`src/lzwfwe_ram.sv`:
```
// Generic single-write, single-read RAM with registered read data.
// No dependencies.
module lzwfwe_ram #(
    parameter int WIDTH = 8,
    parameter int DEPTH = 256,
    localparam int AW   = $clog2(DEPTH)
) (
    input  logic             i_clk,
    input  logic             i_we,
    input  logic [AW-1:0]    i_waddr,
    input  logic [WIDTH-1:0] i_wdata,
    input  logic [AW-1:0]    i_raddr,
    output logic [WIDTH-1:0] o_rdata
);

    logic [WIDTH-1:0] r_mem [DEPTH];
    logic [WIDTH-1:0] r_rdata;

    always_ff @(posedge i_clk) begin
        if (i_we) begin
            r_mem[i_waddr] <= i_wdata;
        end
        r_rdata <= r_mem[i_raddr];
    end

    assign o_rdata = r_rdata;

endmodule

```
`config.mk`:
```
export PLATFORM = sky130hd
export DESIGN_NAME = lzwfwe_ram
export DESIGN_NICKNAME = d
export VERILOG_FILES = /design/src/lzwfwe_ram.sv
export SDC_FILE = /design/constraint.sdc
export NUM_CORES = 2
export LEC_CHECK = 0
export BUFFER_PORTS_ARGS = -buffer_cell sky130_fd_sc_hd__buf_4
export CAP_MARGIN = 20
export CORE_ASPECT_RATIO = 0.7
export CORE_UTILIZATION = 35
export CTS_CLUSTER_SIZE = 40
export DETAILED_ROUTE_END_ITERATION = 6
export SLEW_MARGIN = 20
export SYNTH_ARGS = -nofsm -noshare
export SYNTH_HDL_FRONTEND = slang
export SYNTH_SLANG_ARGS = --single-unit
```
`constraint.sdc`:
```
create_clock -name i_clk -period 7.3 [get_ports i_clk]
set_input_delay 1.46 -clock i_clk [delete_from_list [all_inputs] [get_ports i_clk]]
set_output_delay 1.46 -clock i_clk [all_outputs]
set_load 0.05 [all_outputs]
```
### Word-level counts from Yosys, hierarchy flattened

Memories as Yosys holds them, arrays and structs flattened. A register that Yosys moved wholly into a read port is not among the register bits.
Cells that the tools add are included.

* multiplexer cells: 2
* bitwise gates (word level): 0
* reduce and logical (&&, ||, !) cells: 0
* shift-type cells: 0
* magnitude comparators: 0
* div/mod/pow operators: 0
* equal/unequal tests: 0
* add/subtract/negate cells: 0
* multipliers: 0

Operator list (number)
* $mux W1: 2

* bits in read-only memories: 0
* memories kept: 1
* RAM bits: 2048
* logic and storage cells: 3
* output and inout bits: 8
* latch bits: 0
* input bits: 26
* register bits: 0

Memory list
* r_mem: words 256, bits a word 8, read ports 1, clocked after memory_dff 1, wr ports 1, RTL line 16 `logic [WIDTH-1:0] r_mem [DEPTH];`

### Logic depth before layout (Yosys ltp)

* depth after elaboration: 2
* depth in mapped cells: 11
* depth with buffers taken out: 6

### Worst setup path after synthesis

No wires, ideal clock.

* path kind: input-to-reg
* from: in i_raddr[0]
* to: reg r_rdata[2], in the netlist o_rdata[2], read port of r_mem
* data arrival time: 3.267 ns
* setup slack: 3.902 ns
* buffers on the path: 4
* stages on the path: 9
* setup time: 0.131 ns
* data required time: 7.169 ns
* cell sequence: buf_6 buf_12 buf_8 buf_2 mux4_2 a22oi_1 a21oi_1 nor4_1 nor4_2

RTL lines
* from (decl): RTL line 12 `input logic [AW-1:0] i_raddr,`
* to (decl): RTL line 17 `logic [WIDTH-1:0] r_rdata;`

==> impl_metrics.py <==
metrics = {
    "status": {
        "outcome": "complete, no violations",
    },
    "synthesis": {
        "synthSimpleGateAreaFrac": 0.0263,
        "synth.avg_cell_area_um2": 21.3,
        "netlist_instances": 3733,
        "synth_flop_cell": "edfxtp_1",
        "synthMuxAreaShare": 0.146,
        "synth.area.top_cells": "edfxtp_1, mux4_2, mux2i_1, nor2_1, a22oi_1",
        "synth.distinct_cells": 55,
        "synth_top_family_by_area": "multiplexers",
        "synth-xor-area-share": 0,
        "yosysTopAreaCellShare": 0.773,
        "synth-compound-area-share": 0.0342,
        "ys_seq_area_frac": 0.775,
        "yosys.area.top_type": "edfxtp_1",
        "synth-seq-cells": 2056,
        "ys_warn_count": 0,
        "syn_nets": 3759,
        "syn_area_um2": 79600,
        "synth_edf_count": 2048,
        "synthArstFlopShare": 0,
        "synthAdderAreaFrac": 0,
    },
    "floorplan": {
        "pin_count": 34,
        "die_w_um": 572,
        "design.die.area_um2": 229000,
        "floorplan.initialDensity": 0.352,
        "fp-row-count": 146,
        "coreArea_um2": 226000,
        "die_height_um": 401,
    },
    "cts": {
        "clk_pin_slew_worst_paths_ns": 0.06,
        "post_cts_buffers": 0,
        "clockBufferDepth": 4,
        "numCtsBuffers": 189,
        "cts_tree": "done",
        "cts.sinks": 2056,
        "clkLatencyLatePin_ns": 0.85,
        "cts_resized": 0,
        "postCtsHoldBufs": 0,
        "cts_max_level": 4,
        "cts_root_buf": "clkbuf_16",
    },
    "sta": {
        "setup_violations": 0,
        "finalSetupTns_ns": 0,
        "hold_ws_ns": 1.04,
        "tightest_slew_ns": 1.15,
        "period_share": 0.623,
        "slew_violations": 0,
        "fmax_mhz": 220,
        "maxSlewHeadroom": 0.227,
        "grt_setup_unrepaired": "no",
        "fin_skew_ns": 0.0642,
        "period_minus_slack_ns": 4.55,
        "hold_viol": 0,
    },
    "worst_setup_path": {
        "start_kind": "input pin",
        "ff2ff_setup_slack_ns": 4.35,
        "cp_slowest_cell": "nor4_1",
        "rr_endpoint": "o_rdata[4]",
        "cp-end-kind": "flop",
        "rr_startpoint": "r_mem[81][4]",
        "crit_chain": "buf_8 -> buf_12 -> buf_4 -> mux4_2 -> mux4_2 -> nor2b_1 -> nor4_1 -> nor4_1",
        "crit_required_ns": 7.92,
        "critical_path.max_stage_delay_ns": 1.03,
        "critPathArrivalTime_ns": 5.17,
        "worstSetupPathType": "input pin to flop",
        "r2r_cells": 5,
        "path_max_fanout": 67,
    },
    "global_routing": {
        "met3_usage": 0.0364,
        "grtUsageMet1": 0.278,
        "overflow": 0,
        "grt_pass1_vias": 38236,
        "grt_util_all_layers": 0.176,
        "grt_use_met2": 0.251,
        "antenna_found_initial": 5,
        "grt_busiest_layer": "met1",
        "grt_max_degree": 196,
        "grt_pass1_wl_um": 291000,
    },
    "routing": {
        "drt_iter0_drc": 5557,
        "vias": 38977,
        "viasPerCell": 5.58,
        "drc": 0,
        "routedWlPerCell_um": 29.2,
        "totalWireLength_um": 204000,
        "dr.pass1.iters": 6,
        "postRouteAntennaNets": 0,
    },
    "min_path": {
        "hp-start": "r_mem[32][5]",
        "hp-class": "flop to flop",
        "min_to": "o_rdata[5]",
        "holdPathStages": 6,
    },
    "power_and_ir_drop": {
        "max-vdd-ir-drop_mv": 0.192,
        "p_total_uw": 23800,
        "p_leak_uw": 0.0268,
        "power_density_nw_per_um2": 267,
    },
    "finish": {
        "layout-drive-gt1-share": 0.215,
        "area_growth_pct": 11.9,
        "nets": 3836,
        "stdcell_count": 6991,
        "fin_util": 0.394,
    },
    "run": {
        "cap_violations": 0,
    },
    "place": {
        "dp.final_hpwl_um": 122000,
        "gp_congestion": 0.813,
        "placed_cells": 6653,
        "port-buffer-count": 33,
    },
}
## cell usage after synthesis (3+ instances only)
| cell | n |
|---|---|
| buf_12 | 8 |
| buf_6 | 21 |
| clkbuf_1 | 111 |
| mux2i_1 | 134 |
| nor3_1 | 22 |
| or2_2 | 4 |
| nor2b_1 | 31 |
| a22o_1 | 8 |
| buf_1 | 22 |
| nand2b_1 | 8 |
| o211ai_1 | 10 |
| edfxtp_1 | 2048 |
| a211oi_1 | 16 |
| dfxtp_1 | 8 |
| mux4_2 | 454 |
| nor2_1 | 282 |
| buf_4 | 27 |
| a221oi_1 | 13 |
| buf_8 | 13 |
| nand3_1 | 34 |
| nor4_1 | 24 |
| nand2_1 | 33 |
| and2_1 | 6 |
| nand4_1 | 10 |
| a21oi_1 | 96 |
| o22ai_1 | 28 |
| o22a_1 | 5 |
| a22oi_1 | 133 |
| o221ai_1 | 46 |
| buf_2 | 31 |
| nor4_2 | 3 |
| o21ai_0 | 10 |
| o32ai_1 | 4 |
## cells in the final DEF (no fill, tap or decap), types with 5 or more instances in the layout
| cell type | Yosys | layout |
|---|---|---|
| a22o_1 | 8 | 8 |
| o221ai_1 | 46 | 46 |
| nor3_1 | 22 | 22 |
| o22ai_1 | 28 | 28 |
| clkinv_2 | 0 | 27 |
| mux2i_1 | 134 | 134 |
| o21ai_0 | 10 | 10 |
| nand4_1 | 10 | 10 |
| buf_8 | 13 | 10 |
| o211ai_1 | 10 | 10 |
| clkbuf_8 | 0 | 7 |
| nor4_1 | 24 | 19 |
| a221oi_1 | 13 | 13 |
| buf_12 | 8 | 20 |
| o22a_1 | 5 | 5 |
| nand2b_1 | 8 | 8 |
| a21oi_1 | 96 | 96 |
| bufinv_16 | 0 | 10 |
| and2_1 | 6 | 5 |
| inv_6 | 0 | 5 |
| buf_4 | 27 | 89 |
| edfxtp_1 | 2048 | 2048 |
| a22oi_1 | 133 | 133 |
| nor2b_1 | 31 | 28 |
| clkbuf_16 | 0 | 191 |
| nand2_1 | 33 | 33 |
| nor2_1 | 282 | 275 |
| nor4_2 | 3 | 8 |
| a211oi_1 | 16 | 16 |
| mux4_2 | 454 | 454 |
| clkbuf_1 | 111 | 51 |
| nand3_1 | 34 | 33 |
| dfxtp_1 | 8 | 8 |
| clkinv_1 | 1 | 40 |
## per-layer routing
| layer | vias up | wire length, µm |
|---|---|---|
| met4 | 2 | 3340 |
| met5 | - | 13 |
| li1 | 15846 | - |
| met1 | 21097 | 93200 |
| met2 | 1799 | 89200 |
| met3 | 233 | 18000 |
## flip-flops by register name, indices dropped and copies added, names as in the netlist
signal	cells
o_rdata	8
r_mem	2048
## cell type report
type,instances,area [µm²]
flip-flops and latches,2056,61700
repair buffers,119,1220
clock buffers,249,5070
inverters,2,7.51
diodes,1,2.50
clock inverters,88,704
multi-input cells,1442,16500
fillers,19926,137000
well taps,3034,3800
## report_power, final
group	internal (µW)	switching (µW)	total, µW
combinational	396	820	1220
sequential	13000	22.6	13000
clock	5240	4280	9510
total	18600	5120	23800
## worst max-delay path, delay by kind of cell
kind                   cells  cell delay [ns]
and+or+nand+nor            3             1.42
buffers and inverters      3             1.11
muxes                      2             0.97
## logic make-up after synthesis
family          count (synthesis)
mux                           591
buf+inv                       235
simple gates                  466
compound gates                385
flops                        2056
## per-stage QoR
step,area (µm²),worst slack (ns)
final,89000,2.75
after detailed placement,83200,1.93
after CTS,89000,2.76
after global routing,89000,2.63
after floorplan,79600,3.90
after global placement,83200,1.60
## how the worst max path moves through the flow
| stage | startpoint | to | depth (start not counted) |
|---|---|---|---|
| after floorplan | i_raddr[0] | o_rdata[2] | 9 |
| after global placement | i_raddr[0] | o_rdata[7] | 9 |
| after detailed placement | i_raddr[0] | o_rdata[4] | 8 |
| after CTS | i_raddr[0] | o_rdata[4] | 8 |
| after global routing | i_raddr[0] | o_rdata[0] | 10 |
| final | i_raddr[0] | o_rdata[4] | 8 |
(Power assumes the default switching activity.)
