$ cat src/lzwfwe_pkg.sv
// Shared types and constants for the fixed-width LZW encoder.
// No dependencies; compile first.
package lzwfwe_pkg;

    localparam int BYTE_BITS  = 8;
    localparam int FIRST_FREE = 256;   // first code handed out to a new string
    localparam int OUTQ_DEPTH = 4;     // result queue entries (power of two)

    typedef enum logic [2:0] {
        S_CLEAR,   // sweep the bucket table after reset
        S_IDLE,    // wait for a source byte
        S_HEAD,    // bucket head arrives from memory
        S_WALK,    // dictionary entry arrives, compare key, follow link
        S_MISS,    // emit prefix, add the new string
        S_FINAL    // emit the last code of the block, drop the dictionary
    } t_state;

endpackage

$ cat src/lzwfwe_if.sv


interface lzwfwe_out_if #(
    parameter int CODE_BITS = 12
);
    logic                 valid;
    logic                 ready;
    logic [CODE_BITS-1:0] out_code;
    logic                 final_code;

    modport source (output valid, output out_code, output final_code, input ready);
    modport sink   (input valid, input out_code, input final_code, output ready);
endinterface

$ cat src/lzwfwe_outq.sv
// Small result queue that drives the code output channel.
// Depends on lzwfwe_pkg and lzwfwe_out_if.
module lzwfwe_outq #(
    parameter int CODE_BITS = 12
) (
    input  logic                 i_clk,
    input  logic                 i_rst_n,
    input  logic                 i_push,
    input  logic [CODE_BITS-1:0] i_code,
    input  logic                 i_final,
    output logic                 o_room2,
    lzwfwe_out_if.source         o_out
);
    import lzwfwe_pkg::*;

    localparam int PW = $clog2(OUTQ_DEPTH);
    localparam int CW = $clog2(OUTQ_DEPTH + 1);

    logic [CODE_BITS-1:0] r_code  [OUTQ_DEPTH];
    logic                 r_final [OUTQ_DEPTH];
    logic [PW-1:0]        r_wptr, n_wptr;
    logic [PW-1:0]        r_rptr, n_rptr;
    logic [CW-1:0]        r_count, n_count;
    logic                 pop;

    assign pop = o_out.valid && o_out.ready;

    always_comb begin
        n_wptr  = i_push ? r_wptr + PW'(1) : r_wptr;
        n_rptr  = pop ? r_rptr + PW'(1) : r_rptr;
        n_count = r_count + CW'(i_push) - CW'(pop);
    end

    always_ff @(posedge i_clk) begin
        if (!i_rst_n) begin
            r_wptr  <= '0;
            r_rptr  <= '0;
            r_count <= '0;
        end else begin
            r_wptr  <= n_wptr;
            r_rptr  <= n_rptr;
            r_count <= n_count;
        end
        if (i_push) begin
            r_code[r_wptr]  <= i_code;
            r_final[r_wptr] <= i_final;
        end
    end

    assign o_room2          = r_count <= CW'(OUTQ_DEPTH - 2);
    assign o_out.valid      = r_count != '0;
    assign o_out.out_code   = r_code[r_rptr];
    assign o_out.final_code = r_final[r_rptr];

endmodule

$ cat src/flat_wrapper.sv
// flat-port wrapper written by rule: the top's interface ports become plain ports
module lzwfwe_outq_flat import lzwfwe_pkg::*;
#(
    parameter int CODE_BITS = 12
)
  (i_clk, i_rst_n, i_push, i_code, i_final, o_room2, o_out_valid, o_out_out_code, o_out_final_code, o_out_ready);
  lzwfwe_out_if #(.CODE_BITS(CODE_BITS)) o_out_i ();
  input  logic i_clk;
  input  logic i_rst_n;
  input  logic i_push;
  input  logic [CODE_BITS-1:0] i_code;
  input  logic i_final;
  output logic o_room2;
  output wire logic [$bits(o_out_i.valid)-1:0] o_out_valid;
  output wire logic [$bits(o_out_i.out_code)-1:0] o_out_out_code;
  output wire logic [$bits(o_out_i.final_code)-1:0] o_out_final_code;
  input wire logic [$bits(o_out_i.ready)-1:0] o_out_ready;
  assign o_out_valid = o_out_i.valid;
  assign o_out_out_code = o_out_i.out_code;
  assign o_out_final_code = o_out_i.final_code;
  assign o_out_i.ready = o_out_ready;
  lzwfwe_outq #(.CODE_BITS(CODE_BITS)) u_core (.i_clk(i_clk), .i_rst_n(i_rst_n), .i_push(i_push), .i_code(i_code), .i_final(i_final), .o_room2(o_room2), .o_out(o_out_i));
endmodule
$ cat config.mk
export PLATFORM = sky130hd
export DESIGN_NAME = lzwfwe_outq_flat
export DESIGN_NICKNAME = d
export VERILOG_FILES = /design/src/lzwfwe_pkg.sv /design/src/lzwfwe_if.sv /design/src/lzwfwe_outq.sv /design/src/flat_wrapper.sv
export SDC_FILE = /design/constraint.sdc
export NUM_CORES = 1
export LEC_CHECK = 0
export BUFFER_PORTS_ARGS = -buffer_cell sky130_fd_sc_hd__buf_2
export CAP_MARGIN = 30
export CORE_MARGIN = 1.5
export CORE_UTILIZATION = 60
export CTS_BUF_LIST = sky130_fd_sc_hd__clkbuf_16
export CTS_CLUSTER_DIAMETER = 50
export DETAILED_ROUTE_END_ITERATION = 16
export GPL_TIMING_DRIVEN = 0
export PLACE_DENSITY = 0.82
export REMOVE_ABC_BUFFERS = 1
export SYNTH_ARGS = -nofsm -noshare
export SYNTH_HDL_FRONTEND = slang
export SYNTH_SLANG_ARGS = --single-unit
$ cat constraint.sdc
create_clock -name i_clk -period 4.65 [get_ports i_clk]
set_clock_uncertainty 0.2 [all_clocks]
set_input_delay 0.93 -clock i_clk [delete_from_list [all_inputs] [get_ports i_clk]]
set_output_delay 0.93 -clock i_clk [all_outputs]
set_load 0.01 [all_outputs]
* Yosys cells after proc, flatten, opt, wreduce, memory -nomap -nowiden
Memory sizes are Yosys's and may differ from the RTL's. A register that Yosys moved wholly into a read port is not among the register bits. Cells that the tools add are included.
Operators by class: $add $sub $neg 4, order comparisons 1, mux-type cells 6, reductions and logical operators 2
Operators by type and width (count):
- 2-to-1 mux 2 bit | 4
- adder 2 x 1 -> 2 bit, second input constant | 2
- adder 3 x 1 -> 3 bit | 1
- <= comparator 3 x 2 -> 1 bit, second input constant | 1
- nonzero test 3 bit | 1
- subtractor 3 x 1 -> 3 bit | 1
- 2-to-1 mux 1 bit | 2
- logical AND 1 bit | 1
Word-level totals: bits in registers 7, bits in writable memories 52, logic and storage cells 18, memories kept 2
Memory list:
- u_core.r_code | depth 4, bits a word 12, read ports 1, clocked after memory_dff 1, write ports 1, RTL line lzwfwe_outq.sv:19 | logic [CODE_BITS-1:0] r_code [OUTQ_DEPTH];
- u_core.r_final | depth 4, bits a word 1, read ports 1, clocked after memory_dff 1, write ports 1, RTL line lzwfwe_outq.sv:20 | logic r_final [OUTQ_DEPTH];

* Longest topological paths before layout
depth after elaboration 4, depth in mapped cells 8

* Least setup slack after synthesis
No wires, ideal clock.
path kind input to register, start in o_out_ready, end reg u_core.r_count[2], arrival 2.223 ns, required time 4.335 ns, slack 2.112 ns, stages 8, buffers on the path 0, path through o31a_1 > ha_1 > inv_1 > ha_1 > inv_1 > fa_1 > xor2_1 > and2_1
On the way: longest elaborated chain between the ends 2
Ends and longest elaborated chain:
- from (decl) | RTL line flat_wrapper.sv:17 | input wire logic [$bits(o_out_i.ready)-1:0] o_out_ready;
- logical AND 1 bit | RTL line lzwfwe_outq.sv:26 | assign pop = o_out.valid && o_out.ready;
- subtractor 3 x 1 -> 3 bit | RTL line lzwfwe_outq.sv:31 | n_count = r_count + CW'(i_push) - CW'(pop);
- to (signal assigned) | RTL line lzwfwe_outq.sv:42 | r_count <= n_count;
- to (decl) | RTL line lzwfwe_outq.sv:23 | logic [CW-1:0] r_count, n_count;
Every way passes these cells. A chain may end at the register's enable or synchronous reset.

==> flow_metrics.py <==
metrics = {
    "job": {
        "drv_cap": 0,
    },
    "hold_path": {
        "holdPathEnd": "u_core.r_rptr[1]",
        "hp-class": "flop to flop",
        "hold_path_depth": 2,
        "min-delay-start": "u_core.r_rptr[1]",
    },
    "cells_and_area": {
        "n_fill_cell": 221,
        "nets": 179,
        "multiInputGateArea_sq_um": 577,
        "antenna_cells": 0,
        "drive_gt1_share_pct": 33.5,
        "areaGrowthSynthToFinish_pct": 19.0,
        "final-seq-area_sq_mm": 0.00174,
    },
    "worst_setup_path": {
        "worstReg2RegStart": "u_core.r_count[1]",
        "worstReg2RegEnd": "u_core.r_count[2]",
        "worstSetupEndpointType": "output pin",
        "crit_arrival_ns": 2.01,
        "startpoint_type": "flop",
        "path_class": "flop to output pin",
        "r2r_slack_ns": 2.36,
        "cp_max_fo": 13,
        "reg2reg_depth": 8,
        "worstPathRequired_ns": 3.52,
    },
    "sta": {
        "tns_ns": 0,
        "tightestPinTransition_ns": 0.858,
        "slew_violations": 0,
        "hold_violations": 0,
        "slew_headroom_pct": 42.7,
        "fin_ws_ns": 1.51,
        "post-route-period-util_pct": 67.6,
        "setup_viol": 0,
        "fmax_ghz": 0.318,
        "rsz0062_at_grt": "false",
        "layout_min_cycle_time_ns": 3.14,
    },
    "synthesis": {
        "synthTopCellsByArea": "edfxtp_1 (66%), mux4_2 (9.5%), dfxtp_1 (7.6%)",
        "synth-seq-area-share_pct": 73.8,
        "synth_most_common_cell": "edfxtp_1",
        "yosys_register_bits": 61,
        "ys_top_cells_by_count": "edfxtp_1 (52), mux4_2 (10), dfxtp_1 (9)",
        "synth_warnings": 0,
        "synth_cells": 114,
        "synth_area_sq_mm": 0.00236,
        "postSynthAreaPerCell_sq_um": 20.7,
        "yosysUniqueCellTypes": 19,
        "ys.flop_type": "edfxtp_1",
        "synth-edff-count": 52,
        "yosysTopAreaCellShare_pct": 66.1,
        "async_flop_share_pct": 0,
        "yosysTopAreaCell": "edfxtp_1",
    },
    "route": {
        "viasPerCell": 5.63,
        "finalWirelength_microns": 4240,
        "vias": 1160,
        "route.detailed.drc": 0,
        "drtIter0Drc": 27,
        "drt-pass1-iter-count": 4,
        "wl_per_cell_microns": 20.6,
        "drtAntennaViolNets": 0,
    },
    "clocking": {
        "max-clock-path-buffers": 2,
        "cts_hold_buf": 0,
        "worstSkewPairLatency_ns": 0.31,
        "cts_tree": "built",
        "cts_buffers": 9,
        "cts-resized-gates": 0,
        "htreeDepth": 3,
        "cts.clk_slew.worst_paths_ns": 0.05,
        "cts_setup_buffers": 0,
        "cts.sinks": 61,
        "clock-root-buffer": "clkbuf_16",
    },
    "grt": {
        "grt_pass1_wl_microns": 6580,
        "grt_max_degree": 14,
        "grt_usage_pct": 22.8,
        "grt_pass1_vias": 1269,
        "antenna_found_initial": 0,
        "gr-total-overflow": 0,
    },
    "floorplan": {
        "die_area_sq_mm": 0.00432,
        "coreArea_sq_mm": 0.00372,
        "die-width_microns": 65.7,
        "num_rows": 22,
        "die_h_microns": 65.7,
        "initial_core_util_pct": 63.5,
        "io_pins": 32,
    },
    "pwr": {
        "seqPwrFrac_pct": 45.9,
        "power_leakage_nw": 1.04,
        "clockPowerShare_pct": 36.6,
        "powerDensity_mw_per_mm2": 536,
        "vdd_drop_max_uv": 380,
        "p_int_mw": 1.13,
        "combPwrFrac_pct": 17.5,
        "power_switching_mw": 0.376,
        "swShare_pct": 25.0,
        "fin_total_pwr_mw": 1.51,
    },
    "placed_design": {
        "place.port_buffers": 31,
        "hpwl_microns": 2500,
        "pre_cts_slack_ns": 1.78,
        "globalplace.congestion": 0.688,
    },
    "status": {
        "status": "complete, no violations",
    },
}
## layout by cell type (no fill, tap or decap), drive strengths merged
cell type and count:
inv 10, fa 1, mux2i 4, a31o 1
nand2 2, ha 7, nand3 1, clkbuf 9
nor2b 2, nand2b 2, and2 7, edfxtp 52
clkinv 3, xor2 2, mux4 13, buf 31
o311ai 1, o31a 1, dfxtp 9
## state kept, by name, indices dropped and copies added, names as in the netlist, named ones only
register / cells
u_core.r_code: 48
u_core.r_wptr: 2
u_core.r_final: 4
u_core.r_rptr: 2
u_core.r_count: 3
## worst max-delay path, stage by stage, from the launching register on
cell	delay (ns)
dfxtp_1	0.87
mux4_1	0.66
buf_2	0.16
## final cells by class
class                           count  area share, %
Timing Repair Buffer               31           5.52
Sequential cell                    61           62.0
Clock buffer                        9           8.01
Inverter                            7          0.935
Clock inverter                      6          0.890
Tap cell                           48           2.14
Multi-Input combinational cell     44           20.5
## power by group through the flow
stage	Sequential (mW)	Clock, mW	Combinational (mW)
finish	0.691	0.550	0.264
global route	0.698	0.576	0.295
CTS	0.693	0.558	0.268
detailed placement	0.701	0	0.261
global placement	0.695	0	0.245
floorplan	0.683	0	0.180
## worst max path at each step
stage	cells after the start	startpoint	end	slack (ns)
finish	2	flop	o_out_out_code[7]	1.51
CTS	2	flop	o_out_out_code[7]	1.42
global route	2	flop	o_out_final_code	1.35
global placement	2	flop	o_out_out_code[11]	1.83
floorplan	1	flop	o_out_final_code	2.11
detailed placement	2	flop	o_out_final_code	1.78
## logic make-up (layout without fill, tap and decap cells)
| family | after synthesis | after routing | share of synthesized area (%) |
|---|---|---|---|
| flip-flops | 61 | 61 | 73.8 |
| multiplexers | 17 | 17 | 14.6 |
| AND/OR/NAND/NOR | 14 | 14 | 3.44 |
| buffers and inverters | 9 | 53 | 1.80 |
| adder cells (fa/ha/maj) | 8 | 8 | 4.56 |
| AO/OA/AOI/OAI | 3 | 3 | 1.11 |
| XOR/XNOR | 2 | 2 | 0.742 |
## through the flow
step	util [%]	hold slack [ns]	instances	cell area [sq um]
3_5_place_dp	68.9	0.288	191	2560
6_report	75.6	0.295	206	2810
4_1_cts	75.6	0.298	206	2810
3_3_place_gp	68.9	0.263	191	2560
5_1_grt	75.6	0.322	206	2810
2_1_floorplan	-	0.249	112	2340
## metal layers
| layer | global-route usage (%) | up-vias | wire length [microns] |
|---|---|---|---|
| li1 | - | 531 | - |
| met1 | 26.7 | 587 | 1630 |
| met2 | 39.9 | 38 | 2380 |
| met3 | 5.31 | 4 | 175 |
| met4 | 9.90 | 0 | 55 |
| met5 | 0 | - | 0 |
Power figures use the tool's default switching activity.
